===== config.mk =====
export PLATFORM = sky130hd
export DESIGN_NAME = wip_ctrl
export DESIGN_NICKNAME = d
export VERILOG_FILES = /design/src/rtl/wip_pkg.sv /design/src/rtl/wip_ctrl.sv
export SDC_FILE = /design/constraint.sdc
export NUM_CORES = 1
export LEC_CHECK = 0
export BUFFER_PORTS_ARGS = -buffer_cell sky130_fd_sc_hd__buf_2
export CAP_MARGIN = 20
export CORE_AREA = 2 2 39 41
export DETAILED_ROUTE_END_ITERATION = 8
export DIE_AREA = 0 0 41 43
export HOLD_SLACK_MARGIN = 0.02
export SYNTH_ARGS = -nofsm -noshare
export SYNTH_HDL_FRONTEND = slang
export SYNTH_SLANG_ARGS = --single-unit

===== constraint.sdc =====
create_clock -name clk -period 1.2 [get_ports clk]
set_input_delay 0.06 -clock clk [delete_from_list [all_inputs] [get_ports clk]]
set_output_delay 0.06 -clock clk [all_outputs]
set_load 0.03 [all_outputs]

===== src/rtl/wip_pkg.sv =====
// Shared types, sizes and codes for the weighted index picker.
`default_nettype none

package wip_pkg;

  // Table size and weight precision
  localparam int MAX_ENTRIES = 256;
  localparam int WEIGHT_BITS = 32;

  // Fixed widths of the word fields
  localparam int IN_WEIGHT_BITS = 32;
  localparam int FRAC_BITS      = 32;
  localparam int STATUS_BITS    = 3;
  localparam int PICK_IDX_BITS  = 8;

  // Derived widths
  localparam int IDX_BITS    = (MAX_ENTRIES > 1) ? $clog2(MAX_ENTRIES) : 1;
  localparam int CNT_BITS    = $clog2(MAX_ENTRIES + 1);
  localparam int TOTAL_BITS  = WEIGHT_BITS + CNT_BITS;
  localparam int MUL_HI_BITS = (TOTAL_BITS > FRAC_BITS) ? (TOTAL_BITS - FRAC_BITS) : 1;
  localparam int SEL_BITS    = FRAC_BITS + MUL_HI_BITS;

  typedef enum logic [0:0] {
    KIND_ADD  = 1'b0,
    KIND_PICK = 1'b1
  } kind_t;

  typedef enum logic [STATUS_BITS-1:0] {
    ST_ADDED  = 3'd0,
    ST_FULL   = 3'd1,
    ST_PICKED = 3'd2,
    ST_EMPTY  = 3'd3,
    ST_NOHIT  = 3'd4
  } status_t;

  typedef struct packed {
    kind_t                     kind;
    logic [IN_WEIGHT_BITS-1:0] weight;
    logic [FRAC_BITS-1:0]      random_fraction;
  } item_t;

  typedef struct packed {
    status_t                  status;
    logic [PICK_IDX_BITS-1:0] picked_index;
  } result_t;

  typedef enum logic [2:0] {
    S_IDLE,
    S_MUL_LO,
    S_MUL_HI,
    S_SEL,
    S_WALK,
    S_DONE
  } state_t;

  // Controller to datapath
  typedef struct packed {
    logic accept;
    logic mul_lo;
    logic mul_hi;
    logic sel_load;
    logic issue;
    logic eval;
    logic out_load;
  } cmd_t;

  // Datapath to controller
  typedef struct packed {
    logic need_walk;
    logic walk_done;
    logic out_free;
  } sts_t;

endpackage

`default_nettype wire


===== src/rtl/wip_ctrl.sv =====
// Controller state machine for the weighted index picker.
`default_nettype none

module wip_ctrl
  import wip_pkg::*;
(
  input  wire logic clk,
  input  wire logic rst,
  input  wire logic item_valid,
  input  wire sts_t sts,
  output cmd_t      cmd,
  output logic      busy
);

  state_t state, state_next;

  // Hold state
  always_ff @(posedge clk) begin
    if (rst) begin
      state <= S_IDLE;
    end else begin
      state <= state_next;
    end
  end

  // Next state
  always_comb begin
    state_next = state;
    case (state)
      S_IDLE: begin
        if (item_valid) begin
          state_next = sts.need_walk ? S_MUL_LO : S_DONE;
        end
      end
      S_MUL_LO: state_next = S_MUL_HI;
      S_MUL_HI: state_next = S_SEL;
      S_SEL:    state_next = S_WALK;
      S_WALK: begin
        if (sts.walk_done) begin
          state_next = S_DONE;
        end
      end
      S_DONE: begin
        if (sts.out_free) begin
          state_next = S_IDLE;
        end
      end
      default: state_next = S_IDLE;
    endcase
  end

  // Commands
  always_comb begin
    cmd  = '0;
    busy = 1'b1;
    case (state)
      S_IDLE: begin
        busy       = 1'b0;
        cmd.accept = item_valid;
      end
      S_MUL_LO: cmd.mul_lo = 1'b1;
      S_MUL_HI: cmd.mul_hi = 1'b1;
      S_SEL: begin
        cmd.sel_load = 1'b1;
        cmd.issue    = 1'b1;
      end
      S_WALK: begin
        cmd.issue = 1'b1;
        cmd.eval  = 1'b1;
      end
      S_DONE:   cmd.out_load = sts.out_free;
      default: begin
        cmd  = '0;
        busy = 1'b1;
      end
    endcase
  end

endmodule

`default_nettype wire


==> results by stage <==
Global route:
- The total congestion overflow is 0.
- The number of antenna violations at the first check in global routing is 0.
- The first-pass GRT wire length is 938 um.
- Across every metal layer, demand over resource in global routing totals 0.0843.
- The pin count of the biggest net entering global routing is 7.
- The via count of the first global-routing pass is 244.

Timing:
- The count of pins over their slew limit came to 0.
- At the pin with the least slew margin, the transition time is 0.194 ns.
- The clock arrives with 0.00509 ns of skew.
- After layout, the worst setup slack is -0.0306 ns.
- The remaining max-slew budget at the tightest pin is 0.870.
- Counting I/O delays and the setup requirement, the final critical path takes 1.23 ns.
- Setup repair after global routing could not meet its margin everywhere.
- The final hold violation count was 0.
- In the finished design, the share of the clock period the worst path needs comes to 1.03.
- For this run, the top clock speed supported by timing is 813 MHz.
- Final hold analysis gives a worst-case slack of 0.165 ns.
- Setup violations remaining at the end of the flow were counted as 1.

CTS:
- The TritonCTS clock tree is yes.
- No sink is reached through more buffers than the 2 on the longest clock path.
- The clock sink total is 3.
- Buffers inserted during clock tree synthesis total 3.
- The CTS clock-pin slew for the worst setup and hold paths is 0.04 ns.
- The CTS H-tree depth is 1.
- The CTS root buffer is sky130_fd_sc_hd__clkbuf_4.
- The clock insertion delay at the later pin of the skew report is 0.24 ns.

Setup path:
- On the worst path, the slowest cell contributes a delay of 0.36 ns.
- The slowest stage of the critical path is the sky130_fd_sc_hd__dfxtp_4 cell.
- The family of cells with the greatest summed delay on the critical path is simple AND/OR/NAND/NOR gates.
- The worst setup path is captured at an output pin.
- The reg-to-reg endpoint is state[2].
- STA classifies the critical path startpoint as a flip-flop.
- The worst setup path is of the reg2out kind.
- The cell count of the worst reg-to-reg path is 3.
- The number of buffers and inverters on the critical path is 1.
- The slack of the worst reg-to-reg path is 0.10 ns.
- For the worst setup path, the data required time is 1.14 ns.
- The start of the worst register-to-register path is state[2].
- The critical path goes through and3b_2 > or2_4 > buf_6.
- The arrival time of the worst setup path is 1.17 ns.
- In this run the worst path has a maximum fanout of 5.

Floorplan:
- The die covers 1760 um^2.
- The floorplan die height is 43 um.
- The number of core rows is 14.
- The width of the die is 41 um.
- In this run the count of I/O pins placed on the die edge is 14.
- The region available for standard cell placement spans 1380 um^2.
- The initial utilization of the core area, before any placement, comes to 0.138.

Yosys:
- Synthesis produced a netlist with a net count of 31.
- The commonest cells after synthesis are sky130_fd_sc_hd__nor2_1 (4), sky130_fd_sc_hd__a21oi_1 (3), sky130_fd_sc_hd__dfxtp_1 (3), sky130_fd_sc_hd__nor3b_1 (3).
- After synthesis, the cell types taking the most area are sky130_fd_sc_hd__dfxtp_1 (31%), sky130_fd_sc_hd__nor3b_1 (12%), sky130_fd_sc_hd__a21oi_1 (7.8%).
- After synthesis the cells add up to 191 um^2.
- Of all cell types, the one taking the most synthesized area is sky130_fd_sc_hd__dfxtp_1.
- The most common flop cell mapped by yosys is sky130_fd_sc_hd__dfxtp_1.
- In this run, distinct cell masters in the synthesized netlist total 13.
- The proportion of register bits with asynchronous set or reset after synthesis is 0.
- The synthesized netlist cell count is 25.
- For this run, the register share of the synthesized area comes to 0.314.
- The number of enable flip-flop cells after synthesis is 0.
- The share of synthesized area in the top cell type comes to 0.314.
- The Yosys warning count is 0.
- In this run the mean area of a mapped cell was 7.66 um^2.
- Yosys instantiated no cell more often than sky130_fd_sc_hd__nor2_1.
- Counting flops and latches in the post-synthesis netlist gives 3.

Final layout:
- More flip-flops sit in one register than any other, and that register is state.
- The number of flip-flops under the largest register name is 3.
- The final-stage net count is 57.
- The largest registers in the layout are state x3.
- 0 antenna diodes ended up in the layout.
- Of the cells placed in the final design, the portion with a size suffix greater than 1 is 0.720.
- Compared with the post-synthesis result, the final layout area differs by 131%.

Power:
- VDD sags by at most 0.456 mV.
- Summed over all cells, the static leakage comes to 0.217 nW.
- In this run the power density over the cells is 1660 nW/um^2.

Drt:
- The average wire per cell in the routed design is 9.42 um.
- The detailed-route wire length is 622 um.
- For this run, design rule violations remaining after detail routing come to 0.
- In the routed layout, each cell is associated on average with a via count of 3.98.
- For this block, the initial DRC count from the detailed router was 0.
- The post-route antenna net violation count is 0.
- For this run, the detailed router's first-pass iteration total came to 1.
- The routed layout has 263 vias.

Min path:
- The path with the worst hold slack has its endpoint at state[0].
- The critical hold path startpoint is sts[0].
- Along the worst hold path, the cell count comes to 3.
- The path category of the worst min-delay check is in2reg.

Placed design:
- The half-perimeter wire length of the detailed placement result is 367 um.
- Before CTS, the worst setup slack after placement is 0.0662 ns.
- The number of I/O port buffers is 13.
- The congestion estimate from routability-driven global placement came to 0.542.

Flow run:
- The number of max-capacitance violations reported is 0.

Run status:
- The final reports fail on setup timing.
- The run finished, with violations left.
[tightest hold or removal path, delay by kind of cell]
family	cells	cell delay, ns
buffers and inverters	1	0.09
AOI/OAI and AO/OA	1	0.16
and+or+nand+nor	1	0.05
[routing by layer]
| metal | global-route usage | routed length, um | vias up |
|---|---|---|---|
| met2 | 0.131 | 326 | 9 |
| met1 | 0.0868 | 239 | 116 |
| met4 | 0.0600 | 8 | 0 |
| li1 | - | - | 136 |
| met3 | 0.0314 | 47 | 2 |
| met5 | 0 | 0 | - |
[cells by family (layout without fill, tap and decap cells)]
group | count (synthesis) | in the layout | synth area share
DFF | 3 | 3 | 0.314
AOI/OAI and AO/OA | 5 | 5 | 0.163
buffers and inverters | 3 | 28 | 0.0785
and+or+nand+nor | 14 | 14 | 0.444
[worst max path at each step]
| stage | endpoint | slack, ns | cells past startpoint | startpoint |
|---|---|---|---|---|
| 2_1_floorplan | state[2] | 0.04 | 2 | state[2] |
| 3_3_place_gp | cmd[2] | 0.09 | 3 | state[2] |
| 3_5_place_dp | cmd[2] | 0.07 | 3 | state[2] |
| 4_1_cts | cmd[2] | -0.03 | 3 | state[0] |
| 5_1_grt | cmd[2] | -0.07 | 5 | state[2] |
| 6_report | cmd[2] | -0.03 | 3 | state[2] |
[timing repair]
item	CTS	global route
hold buffers	1	0
resized for setup	15	5
cloned	0	0
hold endpoints to repair	1	0
setup endpoints to repair	6	5
pin swaps	2	1
buffers inserted	8	0
[layout make-up]
class | instances | area, um^2
repair buffers | 22 | 159
flip-flops and latches | 3 | 71.3
fillers | 150 | 941
clock buffers | 4 | 26.3
multi-input cells | 19 | 159
inverters | 2 | 7.51
well taps | 16 | 20.0
[where the power goes]
part	internal, W	total, W	switching [W]
Sequential	0.000126	0.000159	0.0000326
Clock	0.000125	0.000183	0.0000580
Combinational	0.000193	0.000394	0.000201
[through the flow]
step	utilization	setup TNS [ns]	instances	total power (W)	instance area (um^2)
final	0.320	-0.0306	66	0.000735	443
after global routing	0.320	-0.0799	66	0.000776	443
after CTS	0.311	-0.0253	66	0.000710	430
after detailed placement	0.211	0	53	0.000417	292
after global placement	0.211	0	53	0.000417	292
after floorplan	-	0	25	0.000359	214
[placed cells by master, fill, tap and decap left out, drive strengths merged]
master / synthesis / routed
o31a: 1 / 1
a21oi: 3 / 3
nor2: 4 / 4
nor3b: 3 / 3
dfxtp: 3 / 3
or2: 1 / 1
and4b: 1 / 1
nor3: 2 / 2
inv: 2 / 2
nand2b: 2 / 2
dlygate4sd3: 0 / 1
buf: 1 / 21
and3b: 1 / 1
o21a: 1 / 1
clkbuf: 0 / 4
(Power assumes the default switching activity.)
